===== src/hdl/dwtp_pkg.sv =====
// ----------------------------------------------------------------------------
// dwtp_pkg
// Shared widths, types and register codes of the differential turn PID.
// ----------------------------------------------------------------------------
package dwtp_pkg;

   localparam int CntW    = 16;   // encoder count
   localparam int TgtW    = 21;   // turn target
   localparam int GainW   = 16;   // Q8.8 gain
   localparam int TolW    = 8;    // done tolerance
   localparam int EffW    = 8;    // motor effort
   localparam int ErrW    = 22;   // wheel error
   localparam int DerW    = ErrW + 1;
   localparam int SumW    = 40;   // saturating integral
   localparam int SumLoW  = 20;   // low slice of the integral for the split multiply
   localparam int SumHiW  = SumW - SumLoW;
   localparam int AccW    = 58;   // full Q.8 accumulator
   localparam int FracW   = 8;
   localparam int CsrIdxW = 3;

   localparam int EffortLimit    = 80;
   localparam int ToleranceReset = 10;

   typedef enum logic [CsrIdxW-1:0] {
      CSR_TARGET_COUNTS  = 3'd0,
      CSR_LEFT_KP        = 3'd1,
      CSR_LEFT_KI        = 3'd2,
      CSR_LEFT_KD        = 3'd3,
      CSR_RIGHT_KP       = 3'd4,
      CSR_RIGHT_KI       = 3'd5,
      CSR_RIGHT_KD       = 3'd6,
      CSR_DONE_TOLERANCE = 3'd7
   } csr_index_type;

   typedef struct packed {
      logic signed [GainW-1:0] kp;
      logic signed [GainW-1:0] ki;
      logic signed [GainW-1:0] kd;
   } gain_type;

   // error, updated integral and derivative of one wheel for one beat
   typedef struct packed {
      logic signed [ErrW-1:0] err;
      logic signed [SumW-1:0] sum;
      logic signed [DerW-1:0] der;
   } wheel_term_type;

endpackage


===== src/hdl/dwtp_effort.sv =====
// ----------------------------------------------------------------------------
// dwtp_effort
// Registered PID products of one wheel, then sum, floor and clamp.
// ----------------------------------------------------------------------------
module dwtp_effort (
   input  logic                             clock,
   input  logic                             enable,
   input  dwtp_pkg::wheel_term_type         term,
   input  dwtp_pkg::gain_type               gain,
   output logic signed [dwtp_pkg::EffW-1:0] effort
);
   import dwtp_pkg::*;

   localparam int PW  = GainW + ErrW;
   localparam int DW  = GainW + DerW;
   localparam int HiW = GainW + SumHiW;
   localparam int LoW = GainW + SumLoW + 1;
   localparam int QW  = AccW - FracW;

   localparam logic signed [QW-1:0] LimHi = QW'(EffortLimit);
   localparam logic signed [QW-1:0] LimLo = -QW'(EffortLimit);

   logic signed [PW-1:0]  p_ff;
   logic signed [DW-1:0]  d_ff;
   logic signed [HiW-1:0] i_hi_ff;
   logic signed [LoW-1:0] i_lo_ff;

   logic signed [SumHiW-1:0] sum_hi;
   logic signed [SumLoW:0]   sum_lo;
   logic signed [AccW-1:0]   acc;
   logic signed [QW-1:0]     q;

   assign sum_hi = term.sum[SumW-1:SumLoW];
   assign sum_lo = $signed({1'b0, term.sum[SumLoW-1:0]});

   // integral term split in two narrow multiplies
   always_ff @(posedge clock) begin
      if (enable) begin
         p_ff    <= PW'(gain.kp)  * PW'(term.err);
         d_ff    <= DW'(gain.kd)  * DW'(term.der);
         i_hi_ff <= HiW'(gain.ki) * HiW'(sum_hi);
         i_lo_ff <= LoW'(gain.ki) * LoW'(sum_lo);
      end
   end

   always_comb begin
      acc = AccW'(p_ff) + AccW'(d_ff) + AccW'(i_lo_ff) + (AccW'(i_hi_ff) <<< SumLoW);
      q   = QW'(acc >>> FracW);   // floor
      if (q > LimHi) begin
         effort = EffW'(LimHi);
      end else if (q < LimLo) begin
         effort = EffW'(LimLo);
      end else begin
         effort = EffW'(q);
      end
   end

endmodule

===== config.mk =====
export PLATFORM = sky130hd
export DESIGN_NAME = dwtp_effort
export DESIGN_NICKNAME = d
export VERILOG_FILES = /design/src/hdl/dwtp_pkg.sv /design/src/hdl/dwtp_effort.sv
export SDC_FILE = /design/constraint.sdc
export NUM_CORES = 2
export LEC_CHECK = 0
export BUFFER_PORTS_ARGS = -buffer_cell sky130_fd_sc_hd__buf_2
export CAP_MARGIN = 20
export CORE_MARGIN = 2
export CORE_UTILIZATION = 31
export CTS_CLUSTER_DIAMETER = 80
export DETAILED_ROUTE_END_ITERATION = 16
export GPL_TIMING_DRIVEN = 1
export PLACE_DENSITY = 0.42
export SYNTH_ARGS = -nofsm -noshare
export SYNTH_HDL_FRONTEND = slang
export SYNTH_SLANG_ARGS = --single-unit

===== constraint.sdc =====
create_clock -name clock -period 12.81 [get_ports clock]
set_clock_uncertainty 0.1 [all_clocks]
set_input_delay 3.843 -clock clock [delete_from_list [all_inputs] [get_ports clock]]
set_output_delay 3.843 -clock clock [all_outputs]
set_load 0.02 [all_outputs]

==> reports/results.txt <==
Cell taking the most area after synthesis: fa_1
Placer congestion estimate: 0.8270
Share of cells above drive strength 1: 0.03787
Ys Warns: 0
Top cells by area, synth: fa_1 (46%), inv_1 (11%), ha_1 (10%)
Max clock buf depth: 2
Core box area: 0.1896 mm2
Ys flop type: edfxtp_1
Sequential-to-total area share from yosys stat: 0.07637
Asr flop ratio synth: 0
Aggregate negative setup slack: 0 ns
Critical Path Fanout Max: 11
Kind of critical path: flip-flop to output pin
Drt drc: 0
Status: complete, no violations
Total of max-cap violations: 0
CTS Sinks: 150
Post-route clock period utilization: 0.8815
First-pass GRT wire length: 262,800 um
I/O Buffers: 142
Area of the die: 0.1938 mm2
DR iter-0 viols: 1,792
Total track usage: 0.1746
Hold bufs inserted after CTS: 0
Initial antenna violation count: 13
Worst hold-check path type: primary input to flip-flop
Routed Antenna Nets: 0
CTS buffer count: 17
Synth top area share: 0.4633
#FFs+latches synth: 150
Worst path required time: 8.87 ns
Syn Inst Count: 6,429
Hold Crit Start: enable
Clock slew at the register clock pins of the worst setup and hold paths: 0.07 ns
RSZ-0062 raised after global routing: false
I/O Pins: 143
Vias: 40,710
Max H-tree Level: 4
Vias in the first global route: 45,280
Final Util: 0.3307
Routed WL: 161,300 um
Total gr overflow: 0
Crit path capture type: output pin
Post-DP HPWL: 133,700 um
Place WS: 1.166 ns
Die Ht: 440.2 um
Worst Path Arrival: 7.35 ns
Final hold viol count: 0
Largest net degree at the start of global routing: 62
Setup Viol. Count Final: 0
Fmax: 88.56 MHz
Area delta synth->final: 6.292%
Post-Syn Area: 0.05898 mm2
Syn Nets: 8,411
Drt first pass iters: 5
CTS tree: built
Post-synth EDFFs: 150
Resized cells post-CTS: 0
Post-CTS Setup Bufs: 0
Max transition margin: 0.3403
Most frequent cells after synthesis: inv_1 (1,733), fa_1 (1,365), nand2_1 (855)
Die width: 440.2 um
Tmin final: 11.29 ns
CTS Root Cell: clkbuf_16
Max-slew violation count: 0
Num rows: 160
Worst setup margin: 1.518 ns
Syn Area/Cell: 9.174 um2
Critical Path Start Type: flip-flop
DR WL/cell: 18.11 um
Cell variety after synth: 101
Most frequent cell after synthesis: inv_1
Via/cell ratio: 4.573
Fillers: 19,940
Starting density of the core: 0.3111
Worst Tran Pin Value: 0.9895 ns
Nets: 8,360
Critical Path Start: d_ff[38]$_DFFE_PP_
-- per-stage QoR --
stage	cell area, um2	hold slack (ns)	instances
finish	62690	3.672	8903
global route	62690	3.667	8902
global placement	62080	4.189	8869
floorplan	58980	3.856	6429
detailed placement	62080	4.179	8870
CTS	62690	3.640	8902
-- kinds of logic after synthesis --
family                     count (synthesis)  share of synthesized area
muxes                                      5                  0.0009122
and+or+nand+nor                         1792                     0.1481
DFF                                      150                    0.07637
buffers and inverters                   1968                     0.1261
xor gates and xnor gates                 195                    0.02896
AOI/OAI and AO/OA                        472                    0.05405
adders and majority gates               1847                     0.5656
-- metal layers --
layer | vias up | global-route usage | wire [um]
met5 | - | 0 | 0
met4 | 0 | 0.02397 | 1620
met3 | 92 | 0.01082 | 3810
met2 | 554 | 0.2986 | 78380
met1 | 21250 | 0.2481 | 77450
li1 | 18810 | - | -
-- sequential cells by signal, summed over array words and instances, names as in the netlist --
name / count
d_ff: 39
p_ff: 38
i_lo_ff: 37
i_hi_ff: 36
-- cell type report --
type	count	area [um2]	share of cell area
Clock buffer	17	425.4	0.006786
Timing Repair Buffer	163	883.3	0.01409
Sequential cell	150	4504	0.07185
Clock inverter	15	181.4	0.002894
Tap cell	2511	3142	0.05012
Antenna cell	1	2.502	0.00003992
Multi-Input combinational cell	4311	47040	0.7503
Inverter	1735	6513	0.1039
-- worst max-delay path, cell delays in order, from the launching register on --
cell,delay [ns]
edfxtp_1,0.64
inv_1,0.59
fa_1,0.54
fa_1,0.49
inv_1,0.04
ha_1,0.43
nand2_1,0.08
o21ai_1,0.54
nor3_1,0.11
a221o_1,0.28
or4_1,0.49
nor4b_1,0.30
nand4_1,0.13
nor4_1,0.53
nand4_1,0.17
nor4_1,0.24
nand4_1,0.37
mux2i_2,0.38
and2_1,0.29
buf_2,0.20
-- final timing paths --
| kind | end | slack, ns | depth (start not counted) |
|---|---|---|---|
| worst max-delay path | effort[0] | 1.52 | 19 |
| worst min-delay path | d_ff[38]$_DFFE_PP_ | 3.67 | 1 |
-- placed cells by master (no fill, tap or decap), drive strengths merged, types with 12 or more instances in the layout --
master  Yosys  final
inv      1733   1738
fa       1365   1365
nand2     855    855
and2      538    538
ha        482    482
buf        18    163
nor2      151    151
edfxtp    150    150
xnor2     147    147
a21oi     141    141
o21ai      85     85
a21o       78     78
nand2b     51     51
xor2       48     48
nand3      43     43
nor3       35     35
o21bai     23     23
nand4      22     22
o21a       21     21
nor2b      20     20
clkbuf    215     17
a31oi      17     17
a211oi     16     16
and3       16     16
or3        12     12
Power is not shown: default switching activity piles up to over one toggle a cycle in this logic, so the estimate is an artifact.
