**config.mk**
```make
export PLATFORM = sky130hd
export DESIGN_NAME = dwtp_state
export DESIGN_NICKNAME = d
export VERILOG_FILES = /design/src/hdl/dwtp_pkg.sv /design/src/hdl/dwtp_state.sv
export SDC_FILE = /design/constraint.sdc
export NUM_CORES = 1
export LEC_CHECK = 0
export ABC_AREA = 1
export BUFFER_PORTS_ARGS = -buffer_cell sky130_fd_sc_hd__clkbuf_2
export CORE_AREA = 4 4 235 237
export CTS_BUF_LIST = sky130_fd_sc_hd__clkbuf_8 sky130_fd_sc_hd__clkbuf_16
export CTS_CLUSTER_DIAMETER = 60
export CTS_CLUSTER_SIZE = 8
export DETAILED_ROUTE_END_ITERATION = 16
export DIE_AREA = 0 0 239 241
export PLACE_DENSITY = 0.57
export SLEW_MARGIN = 5
export SYNTH_ARGS = -nofsm -noshare
export SYNTH_HDL_FRONTEND = slang
export SYNTH_SLANG_ARGS = --single-unit
```
**constraint.sdc**
```tcl
create_clock -name clock -period 5.03 [get_ports clock]
set_input_delay 0.2515 -clock clock [delete_from_list [all_inputs] [get_ports clock]]
set_output_delay 0.2515 -clock clock [all_outputs]
set_load 0.05 [all_outputs]
```
**src/hdl/dwtp_pkg.sv**
```systemverilog
// ----------------------------------------------------------------------------
// dwtp_pkg
// Shared widths, types and register codes of the differential turn PID.
// ----------------------------------------------------------------------------
package dwtp_pkg;

   localparam int CntW    = 16;   // encoder count
   localparam int TgtW    = 21;   // turn target
   localparam int GainW   = 16;   // Q8.8 gain
   localparam int TolW    = 8;    // done tolerance
   localparam int EffW    = 8;    // motor effort
   localparam int ErrW    = 22;   // wheel error
   localparam int DerW    = ErrW + 1;
   localparam int SumW    = 40;   // saturating integral
   localparam int SumLoW  = 20;   // low slice of the integral for the split multiply
   localparam int SumHiW  = SumW - SumLoW;
   localparam int AccW    = 58;   // full Q.8 accumulator
   localparam int FracW   = 8;
   localparam int CsrIdxW = 3;

   localparam int EffortLimit    = 80;
   localparam int ToleranceReset = 10;

   typedef enum logic [CsrIdxW-1:0] {
      CSR_TARGET_COUNTS  = 3'd0,
      CSR_LEFT_KP        = 3'd1,
      CSR_LEFT_KI        = 3'd2,
      CSR_LEFT_KD        = 3'd3,
      CSR_RIGHT_KP       = 3'd4,
      CSR_RIGHT_KI       = 3'd5,
      CSR_RIGHT_KD       = 3'd6,
      CSR_DONE_TOLERANCE = 3'd7
   } csr_index_type;

   typedef struct packed {
      logic signed [GainW-1:0] kp;
      logic signed [GainW-1:0] ki;
      logic signed [GainW-1:0] kd;
   } gain_type;

   // error, updated integral and derivative of one wheel for one beat
   typedef struct packed {
      logic signed [ErrW-1:0] err;
      logic signed [SumW-1:0] sum;
      logic signed [DerW-1:0] der;
   } wheel_term_type;

endpackage

```
**src/hdl/dwtp_state.sv**
```systemverilog
// ----------------------------------------------------------------------------
// dwtp_state
// Wheel errors, saturating integrals, previous errors and sticky done flag.
// ----------------------------------------------------------------------------
module dwtp_state (
   input  logic                             clock,
   input  logic                             reset,
   input  logic                             step,
   input  logic                             clear,
   input  logic signed [dwtp_pkg::CntW-1:0] left_count,
   input  logic signed [dwtp_pkg::CntW-1:0] right_count,
   input  logic signed [dwtp_pkg::TgtW-1:0] target_counts,
   input  logic        [dwtp_pkg::TolW-1:0] done_tolerance,
   output dwtp_pkg::wheel_term_type         left_term,
   output dwtp_pkg::wheel_term_type         right_term,
   output logic                             done
);
   import dwtp_pkg::*;

   logic signed [SumW-1:0] left_sum_ff, left_sum_in;
   logic signed [SumW-1:0] right_sum_ff, right_sum_in;
   logic signed [ErrW-1:0] left_prev_ff, left_prev_in;
   logic signed [ErrW-1:0] right_prev_ff, right_prev_in;
   logic signed [DerW-1:0] left_der_ff, left_der_in;
   logic signed [DerW-1:0] right_der_ff, right_der_in;
   logic                   done_ff, done_in;

   logic signed [ErrW-1:0] left_err, right_err;
   logic signed [SumW:0]   left_ext, right_ext;
   logic        [ErrW-1:0] left_abs, right_abs;
   logic        [CntW:0]   left_cnt_abs, right_cnt_abs;
   logic signed [CntW+1:0] cnt_diff;
   logic        [CntW:0]   cnt_diff_abs;
   logic                   in_band;

   localparam logic signed [SumW-1:0] SumMax = {1'b0, {(SumW-1){1'b1}}};
   localparam logic signed [SumW-1:0] SumMin = {1'b1, {(SumW-1){1'b0}}};

   always_comb begin
      left_err  = -ErrW'(target_counts) - ErrW'(left_count);
      right_err =  ErrW'(target_counts) - ErrW'(right_count);

      left_ext  = (SumW+1)'(left_sum_ff)  + (SumW+1)'(left_err);
      right_ext = (SumW+1)'(right_sum_ff) + (SumW+1)'(right_err);

      // overflow when the two top bits disagree
      if (left_ext[SumW] != left_ext[SumW-1]) begin
         left_sum_in = left_ext[SumW] ? SumMin : SumMax;
      end else begin
         left_sum_in = left_ext[SumW-1:0];
      end
      if (right_ext[SumW] != right_ext[SumW-1]) begin
         right_sum_in = right_ext[SumW] ? SumMin : SumMax;
      end else begin
         right_sum_in = right_ext[SumW-1:0];
      end

      left_der_in   = DerW'(left_err)  - DerW'(left_prev_ff);
      right_der_in  = DerW'(right_err) - DerW'(right_prev_ff);
      left_prev_in  = left_err;
      right_prev_in = right_err;

      left_abs      = left_err[ErrW-1]  ? ErrW'(-left_err)  : ErrW'(left_err);
      right_abs     = right_err[ErrW-1] ? ErrW'(-right_err) : ErrW'(right_err);
      left_cnt_abs  = left_count[CntW-1]  ? -(CntW+1)'(left_count)  : (CntW+1)'(left_count);
      right_cnt_abs = right_count[CntW-1] ? -(CntW+1)'(right_count) : (CntW+1)'(right_count);
      cnt_diff      = $signed({1'b0, left_cnt_abs}) - $signed({1'b0, right_cnt_abs});
      cnt_diff_abs  = cnt_diff[CntW+1] ? (CntW+1)'(-cnt_diff) : (CntW+1)'(cnt_diff);

      in_band = (left_abs < ErrW'(done_tolerance)) &&
                (right_abs < ErrW'(done_tolerance)) &&
                (cnt_diff_abs < (CntW+1)'(done_tolerance));
      done_in = done_ff | in_band;

      if (clear) begin
         left_sum_in   = '0;
         right_sum_in  = '0;
         left_prev_in  = '0;
         right_prev_in = '0;
         left_der_in   = '0;
         right_der_in  = '0;
         done_in       = 1'b0;
      end
   end

   always_ff @(posedge clock) begin
      if (reset) begin
         left_sum_ff   <= '0;
         right_sum_ff  <= '0;
         left_prev_ff  <= '0;
         right_prev_ff <= '0;
         done_ff       <= 1'b0;
      end else if (step) begin
         left_sum_ff   <= left_sum_in;
         right_sum_ff  <= right_sum_in;
         left_prev_ff  <= left_prev_in;
         right_prev_ff <= right_prev_in;
         done_ff       <= done_in;
      end
   end

   always_ff @(posedge clock) begin
      if (step) begin
         left_der_ff  <= left_der_in;
         right_der_ff <= right_der_in;
      end
   end

   // state after the last beat doubles as this stage's payload
   assign left_term  = '{err: left_prev_ff,  sum: left_sum_ff,  der: left_der_ff};
   assign right_term = '{err: right_prev_ff, sum: right_sum_ff, der: right_der_ff};
   assign done       = done_ff;

endmodule

```
==> results of run 1 <==
==> sequential cells by signal (all words and copies together) (netlist names) <==
name,cells
left_sum_ff,40
right_sum_ff,40
left_der_ff,23
right_der_ff,23
left_prev_ff,22
right_prev_ff,22
done,1
==> cell type report <==
cell class / instances / share of cell area [%]
multi-input cells: 2592 / 61.5
flip-flops and latches: 171 / 16.7
inverters: 529 / 8.55
repair buffers: 283 / 6.99
well taps: 696 / 3.74
clock buffers: 18 / 1.89
clock inverters: 14 / 0.624
==> where the power goes <==
part | internal, uW | switching, uW
Clock | 745 | 643
Combinational | 1740 | 3790
Sequential | 1630 | 166
Total | 4120 | 4600
==> path summary, 6_finish.rpt <==
| path | to | cells past startpoint | slack (ns) | start |
|---|---|---|---|---|
| max | done$_SDFFE_PP0P_ | 36 | 0.64 | right_count[1] |
| max reg2reg | right_sum_ff[30]$_SDFFE_PP0P_ | 17 | 1.71 | right_sum_ff[0]$_SDFFE_PP0P_ |
| min | left_sum_ff[15]$_SDFFE_PP0P_ | 4 | 0.29 | step |
| min reg2reg | left_prev_ff[13]$_SDFFE_PP0P_ | 2 | 0.48 | left_prev_ff[13]$_SDFFE_PP0P_ |
==> cell usage in the layout (no fill, tap or decap), types with 14 or more instances in the layout <==
master	netlist	layout
a21oi_1	345	345
a31oi_1	25	25
buf_4	5	42
clkbuf_16	0	17
clkbuf_2	1	234
dfxtp_1	125	125
edfxtp_1	46	46
ha_1	226	226
inv_1	509	511
inv_2	18	17
nand2_1	943	943
nand2_2	36	36
nand3_1	189	189
nand3b_1	14	14
nand4_1	48	48
nor2_1	268	267
nor3_1	41	40
o21a_1	29	29
o21ai_0	162	162
o21ai_1	27	27
xnor2_1	33	33
xor2_1	88	88
==> cells by family (layout without fill, tap and decap cells) <==
| logic type | count (synthesis) | count (layout) | share of synthesized area [%] |
|---|---|---|---|
| buffers and inverters | 586 | 844 | 11.2 |
| AO/OA/AOI/OAI | 660 | 660 | 17.8 |
| AND/OR/NAND/NOR | 1574 | 1574 | 32.2 |
| XOR/XNOR | 123 | 123 | 5.34 |
| adder cells (fa/ha/maj) | 233 | 233 | 14.5 |
| flip-flops | 171 | 171 | 19.0 |
| other | 2 | 2 | 0.0367 |
==> per-layer routing <==
layer	wire, microns	share of wire, %	GRT usage, %
met5	0	0	0
met4	2570	3.5	8.83
met3	4680	6.4	5.39
met2	32000	44	39.5
met1	34000	46	33.4
==> worst register-to-register path, stage by stage (launching register included) <==
cell     delay, ns
dfxtp_1       0.36
ha_1          0.29
inv_1         0.08
fa_1          0.43
inv_1         0.12
nand2_1       0.06
o21ai_1       0.28
a21oi_1       0.16
inv_1         0.12
nand4_1       0.11
nand3_1       0.15
xor2_2        0.18
nor2_1        0.09
inv_1         0.07
nand2_2       0.16
buf_12        0.20
o21ai_0       0.20
a21oi_1       0.08
==> stage by stage <==
step / util (%) / power [uW]
floorplan: - / 5800
global placement: 42.6 / 7340
detailed placement: 42.6 / 7310
CTS: 43.6 / 8730
global route: 43.7 / 9450
finish: 43.7 / 8720
==> timing repair <==
action / CTS / global route
setup endpoints to repair: 0 / 1
gates resized for setup: 0 / 1
endpoints found under the hold margin: 0 / 0
==> metrics.cfg, run 1 <==
[sta]
timing.fmax_mhz = 228
rsz0062_at_grt = no
final.setup.tns_ns = 0
fin_crit_ns = 4.39
relSlewSlack_pct = 24.3
worst_pin_slew_ns = 1.13
hold_violations = 0
final.setup_skew_ns = 0.0121
period_share_pct = 87.3
finalSetupViolCount = 0
fin_hold_ws_ns = 0.288
slew_violations = 0
fin_ws_ns = 0.637

[synthesis]
synth_edf_count = 46
yosys-top-cells-count = nand2_1 (943), inv_1 (509), a21oi_1 (345), nor2_1 (268), ha_1 (226)
async_flop_share_pct = 0
synth_top_area_share_pct = 17.3
synth_top_area_cell = nand2_1
ys_ff_latch = 171
synthFlopType = dfxtp_1
syn_area_sq_um = 20500
avgSynthCellArea_sq_um = 6.11
yosys_warnings = 0
syn_nets = 3647
seq_area_frac_synth_pct = 19.0
synth.distinct_cells = 53
synthTopCellsByArea = nand2_1 (17%), ha_1 (14%), dfxtp_1 (12%)
syn_inst = 3349
yosysMostFrequentCell = nand2_1

[route]
ant_nets = 0
wire_per_inst_microns = 17.0
drt_iter0_drc = 1720
drc_errors = 0
via_per_inst = 5.14
dr.pass1.iters = 5
num_vias = 22100
wirelength_mm = 73.2

[grt]
grt.total_usage_pct = 24.8
grt_pass1_vias = 20700
grt_max_degree = 85
grt_pass1_wl_mm = 113
overflow = 0
antenna_found_initial = 1

[layout]
num-nets-final = 3892
multiInputGateArea_sq_um = 14300
fin_cells = 4303
syn_to_final_growth_pct = 13.7
antenna_cells = 0
n_fill_cell = 5834
layout-drive-gt1-share_pct = 11.5
fin_area_sq_um = 23300
seqCellArea_sq_um = 3880

[cts]
clockBufferDepth = 2
path_clk_slew_ns = 0.07
cts_root_buffer = clkbuf_16
holdBufCountCts = 0
cts_setup_buffers = 0
cts_tree = yes
cts_buffers = 17
clk_latency_ns = 0.49
htree_num_levels = 4
clock_sinks = 171

[placement]
gp_congestion = 0.934
dpl-instance-area_sq_um = 22700
post-place-ws_ns = 0.130
dp_hpwl_mm = 61.1
port_buffers = 235
dp.cells = 4271

[floorplan]
core_sq_um = 53300
die-area_sq_um = 57600
floorplan.initialDensity_pct = 38.4
rows = 85
dieWidth_microns = 239
die_h_microns = 241
ios = 236

[worst_setup_path]
path_delay_family = simple AND/OR/NAND/NOR gates
start_kind = primary input
worstSetupPathType = primary input to flop
worstPathMaxFanout = 7
cp_common_cell = nor2_1
slowest_stage = ha_1
cpPeakStageDelay_ns = 0.37
crit_required_ns = 5.46
cp-end-kind = flop
crit_arrival_ns = 4.82
critPathBufInv = 5

[flow_run]
maxCapViolCount = 0

[worst_hold_path]
hold_path.class = primary input to flop

[power]
peakVddDrop_uv = 270
power_density_nw_per_um2 = 375
p_leak_uw = 0.0120

[outcome]
status = completed

(Power assumes the default switching activity.)
==> run 2, diff against run 1 <==
- PLACE_DENSITY: 0.57 -> 0.59
- clock period: 5.03 -> 3.6 ns (I/O delays scaled with it)
==> metrics.cfg, run 2 (synthesized netlist as in run 1, its figures left out) <==
[outcome]
status = finished, violations left
violations = negative setup slack

[grt]
grt_max_degree = 74  ; -13%
overflow = 0  ; unchanged
use_met1_pct = 35.6  ; +2.2 points
grt_pass1_vias = 23500  ; +14%
grt_pass1_wl_mm = 122  ; +8.0%
use_met2_pct = 43.9  ; +4.4 points
antenna_found_initial = 0  ; -1
grt.total_usage_pct = 26.3  ; +1.5 points
grt-busiest-layer = met2
use_met3_pct = 3.44  ; -2.0 points

[sta]
hold_violations = 0  ; unchanged
fin_ws_ns = -0.492  ; -1.13 ns
finalSetupViolCount = 41  ; +41
fin_hold_ws_ns = 0.196  ; -0.0917 ns
rsz0062_at_grt = yes
relSlewSlack_pct = 27.1  ; +2.8 points
timing.fmax_mhz = 244
final.setup_skew_ns = 0.00986  ; -0.00225 ns
final.setup.tns_ns = -17.37  ; -17.37 ns
period_share_pct = 114
fin_crit_ns = 4.09
slew_violations = 0  ; unchanged
worst_pin_slew_ns = 1.09  ; -0.0413 ns

[power]
peakVddDrop_uv = 421  ; +56%
power_density_nw_per_um2 = 513  ; +37%
p_leak_uw = 0.0161  ; +33%
fin_total_pwr_uw = 16400  ; +88%

[worst_setup_path]
reg2reg_to = left_sum_ff[16]$_SDFFE_PP0P_
cpPeakStageDelay_ns = 0.34  ; -0.03 ns
r2r_slack_ns = 0.47  ; -1.24 ns
crit_required_ns = 4.00  ; -1.46 ns
worstSetupPathType = primary input to flop
cp-end-kind = flop
regToRegStartpoint = left_sum_ff[0]$_SDFFE_PP0P_
cp_common_cell = nand3_2
slowest_stage = fa_2
crit_start = left_count[1]
worstPathMaxFanout = 6  ; -1
reg2regPathDepth = 18  ; +1
crit_path_end = left_sum_ff[16]$_SDFFE_PP0P_
start_kind = primary input
crit_arrival_ns = 4.49  ; -0.33 ns

[cts]
clock_sinks = 171  ; unchanged
holdBufCountCts = 0  ; unchanged
clk_latency_ns = 0.47  ; -0.02 ns
cts_tree = yes
cts_root_buffer = clkbuf_16
cts_buffers = 17  ; unchanged
clockBufferDepth = 2  ; unchanged
htree_num_levels = 4  ; unchanged
path_clk_slew_ns = 0.08  ; about the same

[placement]
gp_congestion = 0.976  ; +4.5%
dp_hpwl_mm = 64.6  ; +5.8%
dp.cells = 4983  ; +17%
port_buffers = 235  ; unchanged

[layout]
utilization_pct = 59.9  ; +16 points
syn_to_final_growth_pct = 56.0
num-nets-final = 4665  ; +20%
layout_commonest_cell = nand2_1
n_fill_cell = 5219  ; -11%
top_regs = left_sum_ff x40, right_sum_ff x40
multiInputGateArea_sq_um = 16700  ; +17%
fin_cells = 5076  ; +18%
seqCellArea_sq_um = 3880  ; unchanged
antenna_cells = 0  ; unchanged
mostFrequentLayoutCells = nand2_1 (886), buf_4 (786), inv_1 (472)
layout-drive-gt1-share_pct = 36.1  ; +25 points

[floorplan]
ios = 236  ; unchanged
rows = 85  ; unchanged
floorplan.initialDensity_pct = 38.4  ; unchanged
die_h_microns = 241  ; unchanged
dieWidth_microns = 239  ; unchanged
die-area_sq_um = 57600  ; unchanged
core_sq_um = 53300  ; unchanged

[route]
wirelength_mm = 81.7  ; +12%
dr.pass1.iters = 6  ; +1
drc_errors = 0  ; unchanged
via_per_inst = 4.99  ; -3.1%
wire_per_inst_microns = 16.1  ; -5.4%
ant_nets = 0  ; unchanged
num_vias = 25300  ; +14%
drt_iter0_drc = 1555  ; -9.6%

[flow_run]
maxCapViolCount = 0  ; unchanged

[worst_hold_path]
hold_path.class = primary input to flop

run 2: cell count changes in the layout (fill, tap and decap cells not counted), sizes merged:
cell / change
clkinvlp: -2
buf: +769
inv: +2
clkinv: +1
clkbuf: +3
run 2: report_power, final:
group	internal [uW]	leakage [uW]	switching [uW]	total (uW)
Clock	1050	0.000297	953	2000
Sequential	2270	0.00149	259	2530
Combinational	5250	0.0143	6580	11800
run 2: critical path, delay by kind of cell:
family | cells | cell delay (ns)
AND/OR/NAND/NOR | 8 | 0.83
buffers and inverters | 10 | 1.13
AO/OA/AOI/OAI | 7 | 1.15
XOR/XNOR | 1 | 0.23
adder cells (fa/ha/maj) | 4 | 0.95
run 2: metrics by stage:
step / instance area [sq um] / setup WS (ns)
after floorplan: 21100 / -0.365
after global placement: 28600 / -0.915
after detailed placement: 28600 / -0.940
after CTS: 29800 / -0.258
after global routing: 31900 / -0.662
final: 31900 / -0.492
run 2: area by class of cell:
| class | count | area share (%) |
|---|---|---|
| Clock buffer | 17 | 1.33 |
| Clock inverter | 15 | 0.560 |
| Inverter | 529 | 6.39 |
| Multi-Input combinational cell | 2592 | 52.5 |
| Sequential cell | 171 | 12.2 |
| Tap cell | 696 | 2.73 |
| Timing Repair Buffer | 1056 | 24.4 |
run 2: per-layer routing:
| metal | wire, microns | share of wire (%) |
|---|---|---|
| met1 | 36900 | 45 |
| met2 | 37700 | 46 |
| met3 | 4500 | 5.5 |
| met4 | 2600 | 3.2 |
| met5 | 0 | 0 |
run 2: worst min path at each step:
stage                                     endpoint                      startpoint  cells past startpoint
CTS                   left_prev_ff[0]$_SDFFE_PP0P_                            step                      4
finish                left_prev_ff[0]$_SDFFE_PP0P_                            step                      4
detailed placement  right_prev_ff[10]$_SDFFE_PP0P_  right_prev_ff[10]$_SDFFE_PP0P_                      2
floorplan             left_der_ff[0]$_SDFFCE_PP0P_                            step                      0
global route          left_prev_ff[3]$_SDFFE_PP0P_                            step                      4
global placement      left_prev_ff[6]$_SDFFE_PP0P_    left_prev_ff[6]$_SDFFE_PP0P_                      2
run 2: repair_timing:
item	4_1_cts	5_1_grt
buffers inserted	20	30
gates resized for setup	84	383
setup endpoints to repair	84	90
pin swaps	22	125
gates cloned	2	11
==> run 3, diff against run 2 <==
- REMOVE_ABC_BUFFERS: unset -> 1
==> metrics.cfg, run 3 (synthesized netlist as in run 1, its figures left out) <==
[outcome]
status = finished, violations left
violations = negative setup slack

[worst_setup_path]
reg2regPathDepth = 19  ; +1
cp_common_cell = buf_12
worstSetupPathType = primary input to flop
cp-end-kind = flop
r2r_slack_ns = 0.37  ; -0.10 ns
slowest_stage = ha_1
crit_arrival_ns = 4.42  ; -0.07 ns
start_kind = primary input
reg2reg_to = left_sum_ff[31]$_SDFFE_PP0P_
crit_required_ns = 3.95  ; -0.05 ns
cpPeakStageDelay_ns = 0.31  ; -0.03 ns
regToRegStartpoint = left_sum_ff[0]$_SDFFE_PP0P_
worstPathMaxFanout = 6  ; unchanged

[layout]
layout-drive-gt1-share_pct = 37.5  ; +1.4 points
antenna_cells = 0  ; unchanged
fin_cells = 5138  ; +1.2%
seqCellArea_sq_um = 3880  ; unchanged
num-nets-final = 4727  ; +1.3%
top_regs = left_sum_ff x40, right_sum_ff x40
fin_area_sq_um = 32800  ; +2.8%
syn_to_final_growth_pct = 60.3
mostFrequentLayoutCells = nand2_1 (872), buf_4 (830), inv_1 (475)
layout_commonest_cell = nand2_1
n_fill_cell = 4944  ; -5.3%
multiInputGateArea_sq_um = 17000  ; +1.6%

[flow_run]
maxCapViolCount = 0  ; unchanged

[grt]
grt.total_usage_pct = 27.3  ; +0.98 points
overflow = 0  ; unchanged
grt_max_degree = 62  ; -16%
grt_pass1_vias = 24100  ; +2.4%
antenna_found_initial = 0  ; unchanged
grt_pass1_wl_mm = 127  ; +3.6%

[route]
drc_errors = 0  ; unchanged
wirelength_mm = 86.1  ; +5.3%
num_vias = 25900  ; +2.4%
wire_per_inst_microns = 16.8  ; +4.1%
via_per_inst = 5.05  ; +1.2%
drt_iter0_drc = 1765  ; +14%
ant_nets = 0  ; unchanged
dr.pass1.iters = 5  ; -1

[cts]
clock_sinks = 171  ; unchanged
cts_buffers = 17  ; unchanged
clockBufferDepth = 2  ; unchanged
cts_tree = yes
path_clk_slew_ns = 0.08  ; about the same
cts_root_buffer = clkbuf_16
htree_num_levels = 4  ; unchanged
clk_latency_ns = 0.47  ; about the same

[power]
seq_power_share_pct = 14.8  ; -0.7 points
peakVddDrop_uv = 415  ; -1.2%
netSwitchingFraction_pct = 47.8  ; +0.21 points
clkPwrFrac_pct = 11.5  ; -0.7 points
power_density_nw_per_um2 = 519  ; +1.3%
fin_total_pwr_uw = 17000  ; +4.1%
p_leak_uw = 0.0165  ; +2.9%
power_frac_comb_pct = 73.7  ; +1.4 points
power.internal_uw = 8890  ; +3.7%
power.net_switching_uw = 8150  ; +4.6%

[floorplan]
die-area_sq_um = 57600  ; unchanged
ios = 236  ; unchanged
core_sq_um = 53300  ; unchanged
rows = 85  ; unchanged
die_h_microns = 241  ; unchanged
dieWidth_microns = 239  ; unchanged
floorplan.initialDensity_pct = 38.4  ; unchanged

[sta]
timing.fmax_mhz = 246  ; +0.56%
hold_violations = 0  ; unchanged
worst_pin_slew_ns = 0.795  ; -0.298 ns
fin_hold_ws_ns = 0.263  ; +0.0668 ns
fin_ws_ns = -0.469  ; +0.0227 ns
finalSetupViolCount = 41  ; unchanged
rsz0062_at_grt = yes
period_share_pct = 113  ; -0.63 points
slew_violations = 0  ; unchanged
final.setup_skew_ns = 0.0125  ; +0.00265 ns
fin_crit_ns = 4.07  ; -0.0227 ns
relSlewSlack_pct = 47.0  ; +20 points

[placement]
dpl-instance-area_sq_um = 28300  ; -1.1%
dp_hpwl_mm = 63.8  ; -1.3%
port_buffers = 235  ; unchanged
dp.cells = 5019  ; +0.72%
gp_congestion = 1.01  ; +3.3%

[worst_hold_path]
hold_path.class = primary input to flop
min_from = clear
whs_endpoint = right_der_ff[0]$_SDFFCE_PP0P_
hold_depth = 3  ; -1

[run 3: cell count changes in the layout (fill, tap and decap cells not counted), sizes merged]
cell / previous run / this run
buf: 818 / 881
clkbuf: 255 / 254
clkinv: 7 / 2
clkinvlp: 0 / 3
inv: 535 / 537
[run 3: critical path, delay by kind of cell]
kind                     cells  cell delay, ns
adder cells (fa/ha/maj)      3            0.82
buffers and inverters        8            1.11
AND/OR/NAND/NOR              5            0.67
XOR/XNOR                     1            0.23
AO/OA/AOI/OAI                9            1.38
[run 3: how the worst max path moves through the flow]
| stage | to | startpoint | cells after the start | slack, ns |
|---|---|---|---|---|
| floorplan | left_sum_ff[10]$_SDFFE_PP0P_ | left_count[1] | 27 | -0.97 |
| global placement | done$_SDFFE_PP0P_ | left_count[0] | 36 | -0.88 |
| detailed placement | done$_SDFFE_PP0P_ | left_count[0] | 36 | -0.96 |
| CTS | done$_SDFFE_PP0P_ | right_count[1] | 39 | -0.30 |
| global route | left_sum_ff[31]$_SDFFE_PP0P_ | left_count[1] | 32 | -0.59 |
| finish | left_sum_ff[31]$_SDFFE_PP0P_ | target_counts[18] | 26 | -0.47 |
[run 3: repair_timing]
action,CTS,global route
setup endpoints to repair,85,93
cloned,14,8
pin swaps,39,153
hold buffers,0,0
setup buffers,36,40
resized for setup,271,383
hold endpoints to repair,0,0
[run 3: power by group through the flow]
stage	clock network [uW]	registers [uW]	logic [uW]
final	1960	2520	12600
after global routing	2050	2550	13500
after CTS	1980	2510	11300
after detailed placement	0	2520	9950
after global placement	0	2520	9900
after floorplan	0	3360	4610
[run 3: area by class of cell]
class / instances / share of cell area, %
multi-input combinational: 2592 / 51.9
tap: 696 / 2.65
sequential: 171 / 11.8
timing repair buffer: 1118 / 25.7
clock inverter: 15 / 0.496
clock buffer: 17 / 1.30
inverter: 529 / 6.12
[run 3: per-layer routing]
layer	track usage (%)	wire length (microns)	part of all wire, %
met5	0	0	0
met4	9.30	3750	4.4
met2	45.0	39100	45
met1	37.4	38900	45
met3	3.11	4290	5.0
[run 3: through the flow]
step                worst slack [ns]  setup TNS, ns  util [%]
CTS                           -0.299          -5.07      57.8
global route                  -0.586         -22.00      61.6
global placement              -0.878         -59.34      53.1
detailed placement            -0.965         -67.85      53.1
floorplan                     -0.971         -64.00         -
finish                        -0.469         -14.65      61.6
